## config.mk

```make
export PLATFORM = sky130hd
export DESIGN_NAME = trapezoidal_profile_generator
export DESIGN_NICKNAME = d
export VERILOG_FILES = /design/src/sv/tpg_pkg.sv /design/src/sv/trapezoidal_profile_generator.sv /design/src/sv/tpg_div.sv /design/src/sv/tpg_ctrl.sv /design/src/sv/tpg_dpath.sv
export SDC_FILE = /design/constraint.sdc
export NUM_CORES = 2
export LEC_CHECK = 0
export BUFFER_PORTS_ARGS = -buffer_cell sky130_fd_sc_hd__buf_2
export CORE_MARGIN = 2
export CORE_UTILIZATION = 45
export CTS_BUF_LIST = sky130_fd_sc_hd__clkbuf_8
export CTS_CLUSTER_DIAMETER = 120
export CTS_CLUSTER_SIZE = 16
export DETAILED_ROUTE_END_ITERATION = 16
export HOLD_SLACK_MARGIN = 0.15
export SLEW_MARGIN = 20
export SYNTH_ARGS = -nofsm -noshare
export SYNTH_HDL_FRONTEND = slang
export SYNTH_SLANG_ARGS = --single-unit
```

## constraint.sdc

```tcl
create_clock -name clk -period 6.8 [get_ports clk]
set_clock_uncertainty 0.15 [all_clocks]
set_input_delay 1.36 -clock clk [delete_from_list [all_inputs] [get_ports clk]]
set_output_delay 1.36 -clock clk [all_outputs]
set_load 0.03 [all_outputs]
```

## src/sv/tpg_pkg.sv

```systemverilog
// Shared constants, code values and the controller command bundle for the
// trapezoidal profile generator. No dependencies.
package tpg_pkg;

  localparam int POSITION_BITS  = 24;
  localparam int SPEED_BITS     = 16;
  localparam int CFG_BITS       = 16;
  localparam int CFG_INDEX_BITS = 1;

  localparam int VEL_BITS      = SPEED_BITS + 1;
  localparam int SPD_CMP_BITS  = ((SPEED_BITS > CFG_BITS) ? SPEED_BITS : CFG_BITS) + 1;
  localparam int SUM_BITS      = ((POSITION_BITS > VEL_BITS) ? POSITION_BITS : VEL_BITS) + 1;
  localparam int DIVIDEND_BITS = 2 * SPEED_BITS;
  localparam int DIVISOR_BITS  = CFG_BITS + 1;
  localparam int QUOT_CMP_BITS =
    (DIVIDEND_BITS > POSITION_BITS) ? DIVIDEND_BITS : POSITION_BITS;
  localparam int DIV_CNT_BITS  = $clog2(DIVIDEND_BITS);
  localparam logic [DIV_CNT_BITS-1:0] DIV_LAST = DIV_CNT_BITS'(DIVIDEND_BITS - 1);

  typedef logic [1:0] phase_t;
  localparam phase_t PHASE_IDLE   = 2'd0;
  localparam phase_t PHASE_ACCEL  = 2'd1;
  localparam phase_t PHASE_CRUISE = 2'd2;
  localparam phase_t PHASE_DECEL  = 2'd3;

  typedef logic [CFG_INDEX_BITS-1:0] cfg_index_t;
  localparam cfg_index_t REG_MAX_VELOCITY     = 1'd0;
  localparam cfg_index_t REG_MAX_ACCELERATION = 1'd1;

  localparam logic CMD_START = 1'b0;
  localparam logic CMD_TICK  = 1'b1;

  // One strobe per datapath step, issued by the controller.
  typedef struct packed {
    logic load;          // capture the accepted item
    logic target;        // resolve relative target, square the speed limit
    logic setup;         // direction and move length, load the divider
    logic div_step;      // one quotient bit
    logic ramp;          // saturate and store the ramp distance
    logic start_commit;  // commit start state and present its result
    logic tick_meas;     // distance travelled from the origin
    logic tick_speed;    // phase and new speed
    logic tick_commit;   // advance setpoint and present the result
  } tpg_cmd_t;

endpackage

```

## src/sv/trapezoidal_profile_generator.sv

```systemverilog
// Trapezoidal profile generator, top level. Depends on tpg_pkg, tpg_ctrl, tpg_dpath.
// A tick item runs the measure, speed and commit steps. A start item runs the
// target, setup, divide, ramp and commit steps, the one-bit-per-cycle restoring
// divider forming the ramp distance. One item is in work at a time; a new item
// is accepted only once the last one has committed its result.
// Reset (synchronous, rst_n low) clears all move state, drops out_valid, and sets
// max_velocity to 0 and max_acceleration to 1.
//
// Structure: tpg_ctrl sequences each item through the datapath steps and owns
// both handshakes; tpg_dpath holds the configuration registers, the move state
// (origin, ramp distance, braking point, direction, speed, commanded position)
// and a registered output stage. The next item may be accepted while a result
// still waits on out_stall; its own result is then held back until the output
// register is free. A start item resolves the target (saturating a relative
// offset), squares the speed limit, works out direction and move length, divides
// v*v by 2a, and commits with setpoint equal to the origin. A tick item measures
// the distance travelled from the origin, chooses decelerate, accelerate or
// cruise, clamps the speed to the limit and advances the setpoint with
// saturation. The configuration port is always ready; the user must write it
// only while the block is idle, as the block itself does not enforce this.
module trapezoidal_profile_generator (
  input  logic                                     clk,
  input  logic                                     rst_n,
  input  logic                                     in_valid,
  output logic                                     in_stall,
  input  logic                                     in_command,
  input  logic                                     in_relative,
  input  logic signed [tpg_pkg::POSITION_BITS-1:0] in_target_position,
  input  logic signed [tpg_pkg::POSITION_BITS-1:0] in_current_position,
  output logic                                     out_valid,
  input  logic                                     out_stall,
  output logic signed [tpg_pkg::POSITION_BITS-1:0] out_setpoint,
  output logic signed [tpg_pkg::VEL_BITS-1:0]      out_velocity,
  output logic [1:0]                               out_phase,
  output logic                                     out_finished,
  input  logic                                     cfg_valid,
  output logic                                     cfg_ready,
  input  logic [tpg_pkg::CFG_INDEX_BITS-1:0]       cfg_index,
  input  logic [tpg_pkg::CFG_BITS-1:0]             cfg_data
);
  import tpg_pkg::*;

  tpg_cmd_t cmd;
  logic     cfg_we;

  // Register writes never wait, so the port never pushes back.
  assign cfg_ready = 1'b1;
  assign cfg_we    = cfg_valid && cfg_ready;

  tpg_ctrl u_ctrl (
    .clk        (clk),
    .rst_n      (rst_n),
    .in_valid   (in_valid),
    .in_command (in_command),
    .in_stall   (in_stall),
    .out_valid  (out_valid),
    .out_stall  (out_stall),
    .cmd        (cmd)
  );

  tpg_dpath u_dpath (
    .clk                 (clk),
    .rst_n               (rst_n),
    .cmd                 (cmd),
    .cfg_we              (cfg_we),
    .cfg_index           (cfg_index),
    .cfg_data            (cfg_data),
    .in_relative         (in_relative),
    .in_target_position  (in_target_position),
    .in_current_position (in_current_position),
    .out_setpoint        (out_setpoint),
    .out_velocity        (out_velocity),
    .out_phase           (out_phase),
    .out_finished        (out_finished)
  );

endmodule

```

## src/sv/tpg_div.sv

```systemverilog
// Restoring divider, one quotient bit per step, for the ramp distance.
// Depends on tpg_pkg.
module tpg_div (
  input  logic                               clk,
  input  logic                               load,
  input  logic                               step,
  input  logic [tpg_pkg::DIVIDEND_BITS-1:0]  dividend,
  input  logic [tpg_pkg::DIVISOR_BITS-1:0]   divisor,
  output logic [tpg_pkg::DIVIDEND_BITS-1:0]  quotient
);
  import tpg_pkg::*;

  logic [DIVIDEND_BITS-1:0] quo_r, quo_nxt;
  logic [DIVISOR_BITS-1:0]  rem_r, rem_nxt;
  logic [DIVISOR_BITS-1:0]  dsr_r;
  logic [DIVISOR_BITS:0]    rem_sh;
  logic [DIVISOR_BITS:0]    diff;
  logic                     ge;

  // The dividend shifts out of the top of quo_r as quotient bits enter below.
  always_comb begin
    rem_sh  = {rem_r, quo_r[DIVIDEND_BITS-1]};
    diff    = rem_sh - {1'b0, dsr_r};
    ge      = (rem_sh >= {1'b0, dsr_r});
    rem_nxt = ge ? diff[DIVISOR_BITS-1:0] : rem_sh[DIVISOR_BITS-1:0];
    quo_nxt = {quo_r[DIVIDEND_BITS-2:0], ge};
  end

  always_ff @(posedge clk) begin
    if (load) begin
      quo_r <= dividend;
      rem_r <= '0;
      dsr_r <= divisor;
    end else if (step) begin
      quo_r <= quo_nxt;
      rem_r <= rem_nxt;
    end
  end

  assign quotient = quo_r;

endmodule

```

## src/sv/tpg_ctrl.sv

```systemverilog
// Sequencing state machine of the profile generator: input handshake,
// divider iteration count and result valid. Depends on tpg_pkg.
module tpg_ctrl (
  input  logic              clk,
  input  logic              rst_n,
  input  logic              in_valid,
  input  logic              in_command,
  output logic              in_stall,
  output logic              out_valid,
  input  logic              out_stall,
  output tpg_pkg::tpg_cmd_t cmd
);
  import tpg_pkg::*;

  typedef enum logic [3:0] {
    ST_IDLE, ST_TARGET, ST_SETUP, ST_DIVIDE, ST_RAMP, ST_START_DONE,
    ST_MEASURE, ST_SPEED, ST_TICK_DONE
  } state_t;

  state_t                  state_r, state_nxt;
  logic [DIV_CNT_BITS-1:0] cnt_r, cnt_nxt;
  logic                    out_valid_r, out_valid_nxt;
  logic                    accept;
  logic                    out_free;

  // Input is held off while an item is in work and during reset.
  assign in_stall  = (state_r != ST_IDLE) || !rst_n;
  assign accept    = in_valid && !in_stall;
  assign out_free  = !out_valid_r || !out_stall;
  assign out_valid = out_valid_r;

  always_comb begin
    cmd           = '0;
    state_nxt     = state_r;
    cnt_nxt       = cnt_r;
    out_valid_nxt = out_valid_r && out_stall;
    unique case (state_r)
      ST_IDLE: begin
        if (accept) begin
          cmd.load  = 1'b1;
          state_nxt = (in_command == CMD_TICK) ? ST_MEASURE : ST_TARGET;
        end
      end
      ST_TARGET: begin
        cmd.target = 1'b1;
        state_nxt  = ST_SETUP;
      end
      ST_SETUP: begin
        cmd.setup = 1'b1;
        cnt_nxt   = DIV_LAST;
        state_nxt = ST_DIVIDE;
      end
      ST_DIVIDE: begin
        cmd.div_step = 1'b1;
        if (cnt_r == '0) begin
          state_nxt = ST_RAMP;
        end else begin
          cnt_nxt = cnt_r - 1'b1;
        end
      end
      ST_RAMP: begin
        cmd.ramp  = 1'b1;
        state_nxt = ST_START_DONE;
      end
      ST_START_DONE: begin
        if (out_free) begin
          cmd.start_commit = 1'b1;
          out_valid_nxt    = 1'b1;
          state_nxt        = ST_IDLE;
        end
      end
      ST_MEASURE: begin
        cmd.tick_meas = 1'b1;
        state_nxt     = ST_SPEED;
      end
      ST_SPEED: begin
        cmd.tick_speed = 1'b1;
        state_nxt      = ST_TICK_DONE;
      end
      ST_TICK_DONE: begin
        if (out_free) begin
          cmd.tick_commit = 1'b1;
          out_valid_nxt   = 1'b1;
          state_nxt       = ST_IDLE;
        end
      end
      default: state_nxt = ST_IDLE;
    endcase
  end

  always_ff @(posedge clk) begin
    if (!rst_n) begin
      state_r     <= ST_IDLE;
      cnt_r       <= '0;
      out_valid_r <= 1'b0;
    end else begin
      state_r     <= state_nxt;
      cnt_r       <= cnt_nxt;
      out_valid_r <= out_valid_nxt;
    end
  end

  // A result is never written over one that is still held back.
  a_commit_free: assert property (@(posedge clk) disable iff (!rst_n)
    (cmd.start_commit || cmd.tick_commit) |-> !(out_valid_r && out_stall))
    else $error("result committed while output stalled");

  // Only one datapath step at a time.
  a_one_step: assert property (@(posedge clk) disable iff (!rst_n)
    $onehot0({cmd.target, cmd.setup, cmd.div_step, cmd.ramp, cmd.start_commit,
              cmd.tick_meas, cmd.tick_speed, cmd.tick_commit}))
    else $error("several datapath steps at once");

  // An accepted item blocks further input on the following cycle.
  a_busy_after_accept: assert property (@(posedge clk) disable iff (!rst_n)
    accept |=> in_stall)
    else $error("input not stalled after accept");

  // Valid only rises because a result was committed.
  a_valid_source: assert property (@(posedge clk) disable iff (!rst_n)
    $rose(out_valid_r) |-> $past(cmd.start_commit || cmd.tick_commit))
    else $error("output valid without a committed result");

endmodule

```

## src/sv/tpg_dpath.sv

```systemverilog
// Datapath of the profile generator: configuration registers, move state,
// speed and setpoint arithmetic and output registers. Depends on tpg_pkg, tpg_div.
module tpg_dpath (
  input  logic                                    clk,
  input  logic                                    rst_n,
  input  tpg_pkg::tpg_cmd_t                       cmd,
  input  logic                                    cfg_we,
  input  tpg_pkg::cfg_index_t                     cfg_index,
  input  logic [tpg_pkg::CFG_BITS-1:0]            cfg_data,
  input  logic                                    in_relative,
  input  logic signed [tpg_pkg::POSITION_BITS-1:0] in_target_position,
  input  logic signed [tpg_pkg::POSITION_BITS-1:0] in_current_position,
  output logic signed [tpg_pkg::POSITION_BITS-1:0] out_setpoint,
  output logic signed [tpg_pkg::VEL_BITS-1:0]      out_velocity,
  output tpg_pkg::phase_t                         out_phase,
  output logic                                    out_finished
);
  import tpg_pkg::*;

  localparam logic [SPD_CMP_BITS-1:0]  SPD_MAX_CMP  = SPD_CMP_BITS'({SPEED_BITS{1'b1}});
  localparam logic [QUOT_CMP_BITS-1:0] RAMP_MAX_CMP = QUOT_CMP_BITS'({POSITION_BITS{1'b1}});

  function automatic logic [POSITION_BITS-1:0] sat_pos(input logic [SUM_BITS-1:0] v);
    logic ovf;
    ovf = (v[SUM_BITS-1:POSITION_BITS-1] !=
           {(SUM_BITS-POSITION_BITS+1){v[SUM_BITS-1]}});
    if (!ovf) begin
      sat_pos = v[POSITION_BITS-1:0];
    end else if (v[SUM_BITS-1]) begin
      sat_pos = {1'b1, {(POSITION_BITS-1){1'b0}}};
    end else begin
      sat_pos = {1'b0, {(POSITION_BITS-1){1'b1}}};
    end
  endfunction

  // Configuration.
  logic [CFG_BITS-1:0] cfg_vmax_r, cfg_acc_r;

  // Captured item and working values.
  logic                             rel_r;
  logic signed [POSITION_BITS-1:0]  tgt_r, org_r;
  logic [DIVIDEND_BITS-1:0]         prod_r;
  logic [POSITION_BITS-1:0]         move_r, trav_r;
  logic [SPEED_BITS-1:0]            spd_new_r;
  phase_t                           phase_r;

  // Move state.
  logic signed [POSITION_BITS-1:0]  start_point_r, cmd_pos_r;
  logic [POSITION_BITS-1:0]         ramp_r, brake_r;
  logic                             heading_neg_r;
  logic [SPEED_BITS-1:0]            speed_r;

  // Output registers.
  logic signed [POSITION_BITS-1:0]  out_setpoint_r;
  logic signed [VEL_BITS-1:0]       out_velocity_r;
  phase_t                           out_phase_r;
  logic                             out_finished_r;

  logic [SPD_CMP_BITS-1:0]          vmax_cmp;
  logic [SPEED_BITS-1:0]            vmax_eff;
  logic [CFG_BITS-1:0]              acc_eff;
  logic signed [POSITION_BITS:0]    rel_sum, span_d, trav_d;
  logic [POSITION_BITS:0]           dist_abs, trav_abs;
  logic [DIVIDEND_BITS-1:0]         quotient;
  logic [QUOT_CMP_BITS-1:0]         quot_cmp;
  logic [POSITION_BITS-1:0]         ramp_sat, half, brake_nxt;
  logic [SPD_CMP_BITS-1:0]          spd_w, acc_w, spd_calc;
  phase_t                           phase_calc;
  logic signed [VEL_BITS-1:0]       vel_mag, vel;
  logic signed [SUM_BITS-1:0]       tick_sum;

  always_comb begin
    vmax_cmp = SPD_CMP_BITS'(cfg_vmax_r);
    vmax_eff = (vmax_cmp > SPD_MAX_CMP) ? {SPEED_BITS{1'b1}} : vmax_cmp[SPEED_BITS-1:0];
    acc_eff  = (cfg_acc_r == '0) ? CFG_BITS'(1) : cfg_acc_r;

    rel_sum  = {org_r[POSITION_BITS-1], org_r} + {tgt_r[POSITION_BITS-1], tgt_r};
    span_d   = {tgt_r[POSITION_BITS-1], tgt_r} - {org_r[POSITION_BITS-1], org_r};
    dist_abs = span_d[POSITION_BITS] ? -span_d : span_d;

    quot_cmp = QUOT_CMP_BITS'(quotient);
    ramp_sat = (quot_cmp > RAMP_MAX_CMP) ? {POSITION_BITS{1'b1}}
                                         : quot_cmp[POSITION_BITS-1:0];

    // Braking starts at half the move on a short move, else one ramp
    // before the end.
    half      = move_r >> 1;
    brake_nxt = (half < ramp_r) ? half : (move_r - ramp_r);

    trav_d   = {cmd_pos_r[POSITION_BITS-1], cmd_pos_r}
             - {start_point_r[POSITION_BITS-1], start_point_r};
    trav_abs = trav_d[POSITION_BITS] ? -trav_d : trav_d;

    // Deceleration is tested first, so a short move becomes a triangle.
    spd_w = SPD_CMP_BITS'(speed_r);
    acc_w = SPD_CMP_BITS'(cfg_acc_r);
    if (trav_r >= brake_r) begin
      phase_calc = PHASE_DECEL;
      spd_calc   = (spd_w > acc_w) ? (spd_w - acc_w) : '0;
    end else if (trav_r < ramp_r) begin
      phase_calc = PHASE_ACCEL;
      spd_calc   = spd_w + acc_w;
    end else begin
      phase_calc = PHASE_CRUISE;
      spd_calc   = spd_w;
    end
    if (spd_calc > SPD_CMP_BITS'(vmax_eff)) begin
      spd_calc = SPD_CMP_BITS'(vmax_eff);
    end

    vel_mag  = {1'b0, spd_new_r};
    vel      = heading_neg_r ? -vel_mag : vel_mag;
    tick_sum = SUM_BITS'(cmd_pos_r) + SUM_BITS'(vel);
  end

  tpg_div u_div (
    .clk      (clk),
    .load     (cmd.setup),
    .step     (cmd.div_step),
    .dividend (prod_r),
    .divisor  ({acc_eff, 1'b0}),
    .quotient (quotient)
  );

  always_ff @(posedge clk) begin
    if (!rst_n) begin
      cfg_vmax_r <= '0;
      cfg_acc_r  <= CFG_BITS'(1);
    end else if (cfg_we) begin
      unique case (cfg_index)
        REG_MAX_VELOCITY:     cfg_vmax_r <= cfg_data;
        REG_MAX_ACCELERATION: cfg_acc_r  <= cfg_data;
        default: ;
      endcase
    end
  end

  always_ff @(posedge clk) begin
    if (!rst_n) begin
      start_point_r <= '0;
      cmd_pos_r     <= '0;
      ramp_r        <= '0;
      brake_r       <= '0;
      heading_neg_r <= 1'b0;
      speed_r       <= '0;
    end else begin
      if (cmd.setup) begin
        heading_neg_r <= span_d[POSITION_BITS] || (span_d == '0);
      end
      if (cmd.ramp) begin
        ramp_r <= ramp_sat;
      end
      if (cmd.start_commit) begin
        start_point_r <= org_r;
        cmd_pos_r     <= org_r;
        brake_r       <= brake_nxt;
        speed_r       <= '0;
      end
      if (cmd.tick_commit) begin
        speed_r   <= spd_new_r;
        cmd_pos_r <= sat_pos(tick_sum);
      end
    end
  end

  always_ff @(posedge clk) begin
    if (cmd.load) begin
      rel_r <= in_relative;
      tgt_r <= in_target_position;
      org_r <= in_current_position;
    end
    if (cmd.target) begin
      if (rel_r) begin
        tgt_r <= sat_pos(SUM_BITS'(rel_sum));
      end
      prod_r <= vmax_eff * vmax_eff;
    end
    if (cmd.setup) begin
      move_r <= dist_abs[POSITION_BITS-1:0];
    end
    if (cmd.tick_meas) begin
      trav_r <= trav_abs[POSITION_BITS-1:0];
    end
    if (cmd.tick_speed) begin
      phase_r   <= phase_calc;
      spd_new_r <= spd_calc[SPEED_BITS-1:0];
    end
    if (cmd.start_commit) begin
      out_setpoint_r <= org_r;
      out_velocity_r <= '0;
      out_phase_r    <= PHASE_IDLE;
      out_finished_r <= 1'b0;
    end
    if (cmd.tick_commit) begin
      out_setpoint_r <= sat_pos(tick_sum);
      out_velocity_r <= vel;
      out_phase_r    <= phase_r;
      out_finished_r <= (phase_r == PHASE_DECEL) && (spd_new_r == '0);
    end
  end

  assign out_setpoint = out_setpoint_r;
  assign out_velocity = out_velocity_r;
  assign out_phase    = out_phase_r;
  assign out_finished = out_finished_r;

endmodule

```

* Yosys cells after proc, flatten, opt, wreduce, memory -nomap -nowiden
Cells that the tools add are included.
Operators by class: add/subtract/negate cells 12, multiply operators 1, magnitude comparators 7, eq/ne operators 15, mux-type cells 50, bitwise gates (word level) 1, reductions and logical operators 24
Operators by type and width (count):
- $mux W24 | 13
- $mux W17 | 7
- $mux W32 | 2
- $sub A24 B24 Y25 | 2
- $mux W16 | 3
- $neg A24 Y24 | 2
- $gt A32 B24 Y1 const B | 1
- $logic_not A16 Y1 | 2
- $mul A16 B16 Y32 | 1
- $pmux W4 S8 | 1
- $add A24 B17 Y25 | 1
- $add A24 B24 Y25 | 1
- $logic_not A25 Y1 | 1
- $ge A24 B24 Y1 | 1
- $lt A23 B24 Y1 | 1
- $lt A24 B24 Y1 | 1
- $sub A24 B24 Y24 | 1
- $ge A18 B17 Y1 | 1
- $add A16 B16 Y17 | 1
- $gt A17 B16 Y1 | 1
- $neg A16 Y17 | 1
- $sub A16 B16 Y17 | 1
- $sub A17 B17 Y17 | 1
- $eq A4 B3 Y1 const B | 4
- 26 further kinds | 59
Word-level totals: register bits after elaboration 411, input bits 72, output and inout port bits 47, logic and storage cells 136

* Depth between registers and ports, before layout
depth in word-level cells 9, gate-level depth with buffers 27, depth with buffers taken out 25

* Modules after synthesis
From an unflattened synthesis, not the netlist that was laid out.
Unflattened totals: cell total of the unflattened synthesis 3841, area, all modules 34699.5 sq um
Modules (own cells, without submodules):
- tpg_dpath | instances 1, cells an instance 3436, area each 30390.4 sq um, seq. area each 8368.0 sq um
- tpg_div | instances 1, cells an instance 321, area each 3672.3 sq um, seq. area each 1811.7 sq um
- tpg_ctrl | instances 1, cells an instance 82, area each 625.6 sq um, seq. area each 200.2 sq um
- trapezoidal_profile_generator | instances 1, cells an instance 2, area each 11.3 sq um, seq. area each 0.0 sq um

* Worst setup path after synthesis
OpenSTA, ideal clock, no wires.
path kind flip-flop to flip-flop, from register u_dpath.cfg_vmax_r[4], to register u_dpath.prod_r[31], data pin, arrival 6313 ps, required time 6384 ps, setup slack 71 ps, cell stages (with the launch flop) 24, buffers on the path 2, clock period less this slack 6729 ps, path through dfxtp_1 clkbuf_1 clkbuf_1 nand2_1 fa_1 inv_1 fa_1 fa_1 fa_1 fa_1 inv_1 fa_1 inv_1 ha_1 a21o_1 a21oi_1 o21ai_0 a21o_1 nor2_1 o21ai_0 o41a_1 a41o_1 o41ai_1 xnor2_1
Between the ends: cells in the longest elaborated chain, start to end 1
Ends and longest elaborated chain:
- start, declared | line tpg_dpath.sv:37 | logic [CFG_BITS-1:0] cfg_vmax_r, cfg_acc_r;
- start signal, assigned | line tpg_dpath.sv:131 | REG_MAX_VELOCITY: cfg_vmax_r <= cfg_data;
- $mul A16 B16 Y32 | line tpg_dpath.sv:176 | prod_r <= vmax_eff * vmax_eff;
- end signal, assigned | line tpg_dpath.sv:176
- end, declared | line tpg_dpath.sv:42 | logic [DIVIDEND_BITS-1:0] prod_r;
No other way between the ends. A chain may end at the register's enable or synchronous reset.

* Final worst setup path
from register u_dpath.cfg_vmax_r[3], to register u_dpath.prod_r[31], data pin
The elaborated chain is that of the path after synthesis.

==> flow_summary.yaml <==
run_status:
  outcome: "finished, final reports clean"
synthesis:
  synth_area_per_cell_um2: 8.733
  synth_top_area_cell: "edfxtp_1"
  async_flop_share: 0
  synth_cells: 3954
  syn_nets: 4557
  ys_warn_count: 0
  synth_ff_type: "edfxtp_1"
  synth_area_leaders: "edfxtp_1 (19%), ha_1 (13%), dfxtp_1 (11%), fa_1 (9.9%), inv_1 (5.2%)"
  netlist.area_leader.share: 0.1861
  synth_cell_type_count: 97
  synth_top_cells_by_count: "inv_1 (479), nand2_1 (423), ha_1 (360), nor2_1 (308), a21oi_1 (301)"
  yosysMostFrequentCell: "inv_1"
  synth-edff-count: 214
  syn-cell-area_mm2: 0.03453
  synth_seq_cells: 410
  ys_seq_area_frac: 0.2997
cts:
  cts_sinks: 410
  clock_latency_ns: 0.70
  clk_path_buf_depth: 3
  clkSlewWorstSetupHoldPaths_ns: 0.12
  cts_tree: "done"
  numCtsBuffers: 30
  root_buffer: "clkbuf_8"
  htree_levels: 1
global_route:
  grt_start_max_net_pins: 76
  grt_usage: 0.2425
  grt_pass1_wl_um: 150500
  grt_pass1_vias: 26590
  antenna_found_initial: 2
  grt_overflow_total: 0
sta:
  fin_crit_sh: 0.9599
  max_slew_margin: 0.2664
  holdWs_ns: 0.3090
  fmax_ghz: 0.1532
  setup_violations: 0
  hold_viol_final: 0
  min_period_ns: 6.527
  worst_slew_pin_slew_ns: 1.100
  slew_viol_final: 0
setup_path:
  critPathKind: "reg2reg"
  worstPathRequired_ns: 7.07
  r2r_start: "u_dpath.cfg_vmax_r[3]"
  worstSetupStartpointType: "flop"
  critPathCaptureType: "flop"
  regToRegSetupSlack_ns: 0.27
  arrival_ns: 6.79
  rr_worst_depth: 23
  crit_fanout: 6
  r2r-end: "u_dpath.prod_r[31]"
floorplan:
  fp.dieArea_mm2: 0.07897
  die_x_um: 281.0
  core_mm2: 0.07595
  die_y_um: 281.0
  rows: 101
  start_util: 0.4547
  ios: 119
place:
  gp_congestion: 0.8918
  port_buffers: 117
  dp_hpwl_um: 77730
drt:
  wl_per_cell_um: 18.95
  firstDrtPassIters: 6
  drt_iter0_drc: 1992
  num_vias: 27700
  drc: 0
  routed_wl_um: 96590
  ant_nets: 0
  avgViaCountPerCell: 5.434
finish:
  drive_gt1_frac: 0.08829
  fill_cells: 7466
  layout.nets: 4645
  area.growth.synth_to_final_pct: 7.921
power:
  leakage_nw: 16.93
  power_density_mw_per_mm2: 352.5
  ir_worst_vdd_mv: 0.3455
  p_total_w: 0.01314
worst_hold_path:
  holdPathEnd: "u_dpath.brake_r[7]"
  min_from: "u_dpath.brake_r[7]"
  hp-class: "reg2reg"
  hold_depth: 2
flow_run:
  maxCapViolations: 0
-- flip-flops by register name, indices dropped and copies added, names as in the netlist, 4 cells and up --
signal / cells
u_dpath.u_div.rem_r: 17
u_dpath.prod_r: 31
u_dpath.org_r: 24
u_dpath.out_setpoint: 24
u_ctrl.cnt_r: 5
u_dpath.u_div.dsr_r: 16
u_dpath.start_point_r: 24
u_dpath.ramp_r: 24
u_dpath.tgt_r: 24
u_dpath.cfg_vmax_r: 16
u_dpath.u_div.quotient: 32
u_ctrl.state_r: 4
u_dpath.out_velocity: 17
u_dpath.spd_new_r: 16
u_dpath.cmd_pos_r: 24
u_dpath.speed_r: 16
u_dpath.move_r: 24
u_dpath.cfg_acc_r: 16
u_dpath.trav_r: 24
u_dpath.brake_r: 24
-- metrics by stage --
stage	setup TNS (ns)	utilization	instances	cell area, um^2	setup WS, ns
floorplan	0	-	3954	34530	0.07072
global placement	0	0.4820	5037	36600	0.1746
detailed placement	0	0.4820	5037	36600	0.1040
CTS	0	0.4890	5093	37140	0.05917
global route	-0.02234	0.4907	5097	37270	-0.02234
finish	0	0.4907	5097	37270	0.2728
-- worst max-delay path, cell delays in order (launching register included) --
cell	delay, ns
dfxtp_2	0.37
buf_6	0.14
nand2_1	0.08
fa_1	0.52
buf_4	0.16
fa_1	0.48
inv_1	0.06
fa_1	0.53
fa_1	0.45
fa_1	0.54
inv_1	0.05
fa_1	0.52
inv_1	0.04
ha_1	0.30
a21o_1	0.19
a21oi_1	0.13
o21ai_0	0.09
a21o_1	0.20
nor2_2	0.12
o21ai_1	0.10
o41a_1	0.34
a41o_1	0.21
o41ai_2	0.38
xnor2_1	0.11
-- how the worst max path moves through the flow --
stage / startpoint / endpoint / slack (ns) / cells after the start
4_1_cts: u_dpath.cfg_vmax_r[8] / u_dpath.prod_r[31] / 0.06 / 21
3_3_place_gp: u_dpath.cfg_vmax_r[8] / u_dpath.prod_r[31] / 0.17 / 21
2_1_floorplan: u_dpath.cfg_vmax_r[4] / u_dpath.prod_r[31] / 0.07 / 23
3_5_place_dp: u_dpath.cfg_vmax_r[8] / u_dpath.prod_r[31] / 0.10 / 21
6_report: u_dpath.cfg_vmax_r[3] / u_dpath.prod_r[31] / 0.27 / 23
5_1_grt: u_dpath.cfg_vmax_r[3] / u_dpath.prod_r[31] / -0.02 / 23
-- logic make-up (layout without fill, tap and decap cells) --
kind of cell | after synthesis | count (layout) | synth area share
other | 1 | 2 | 0.0001086
AND/OR/NAND/NOR | 1114 | 1114 | 0.1482
buffers and inverters | 659 | 771 | 0.07221
AO/OA/AOI/OAI | 955 | 955 | 0.1745
adder cells (fa/ha/maj) | 531 | 531 | 0.2296
flip-flops | 410 | 410 | 0.2997
multiplexers | 80 | 80 | 0.02388
XOR/XNOR | 204 | 204 | 0.05174
-- cell usage in the layout (no fill, tap or decap), types with 39 or more instances in the layout --
cell | netlist | layout
a21o_1 | 92 | 92
a21oi_1 | 301 | 300
buf_2 | 7 | 117
buf_4 | 1 | 104
dfxtp_1 | 196 | 187
edfxtp_1 | 214 | 214
fa_1 | 171 | 170
ha_1 | 360 | 359
inv_1 | 479 | 496
mux2i_1 | 61 | 60
nand2_1 | 423 | 422
nand2b_1 | 41 | 41
nand3_1 | 52 | 52
nor2_1 | 308 | 304
nor3_1 | 73 | 69
o211ai_1 | 39 | 39
o21ai_0 | 177 | 176
xnor2_1 | 138 | 137
xor2_1 | 66 | 66
-- per-layer routing --
| metal | track usage | vias to the layer above | routed length (um) |
|---|---|---|---|
| met5 | 0 | - | 0 |
| met1 | 0.3378 | 13250 | 45070 |
| li1 | - | 13780 | - |
| met2 | 0.4081 | 558 | 45300 |
| met4 | 0.05444 | 0 | 2420 |
| met3 | 0.02170 | 111 | 3795 |
-- power by group --
part / switching, W / leakage (nW) / total [W] / internal, W
sequential: 0.000391 / 3.56 / 0.00381 / 0.00342
clock: 0.000867 / 0.352 / 0.00130 / 0.000430
combinational: 0.00492 / 13.0 / 0.00803 / 0.00312
total: 0.00618 / 16.9 / 0.0131 / 0.00696
-- area by class of cell --
class	count	area (um^2)	share of cell area
Tap cell	1030	1289	0.03458
Clock inverter	25	106.4	0.002854
Timing Repair Buffer	228	1463	0.03925
Antenna cell	1	2.502	0.00006715
Clock buffer	31	426.7	0.01145
Inverter	487	1833	0.04919
Multi-Input combinational cell	2885	21780	0.5845
Sequential cell	410	10360	0.2781
-- timing repair --
action	4_1_cts	5_1_grt
hold buffers	0	0
endpoints found under the setup margin	0	4
setup buffers	0	3
gates resized for setup	0	29
Note: power is estimated with default switching activity, not from simulation.
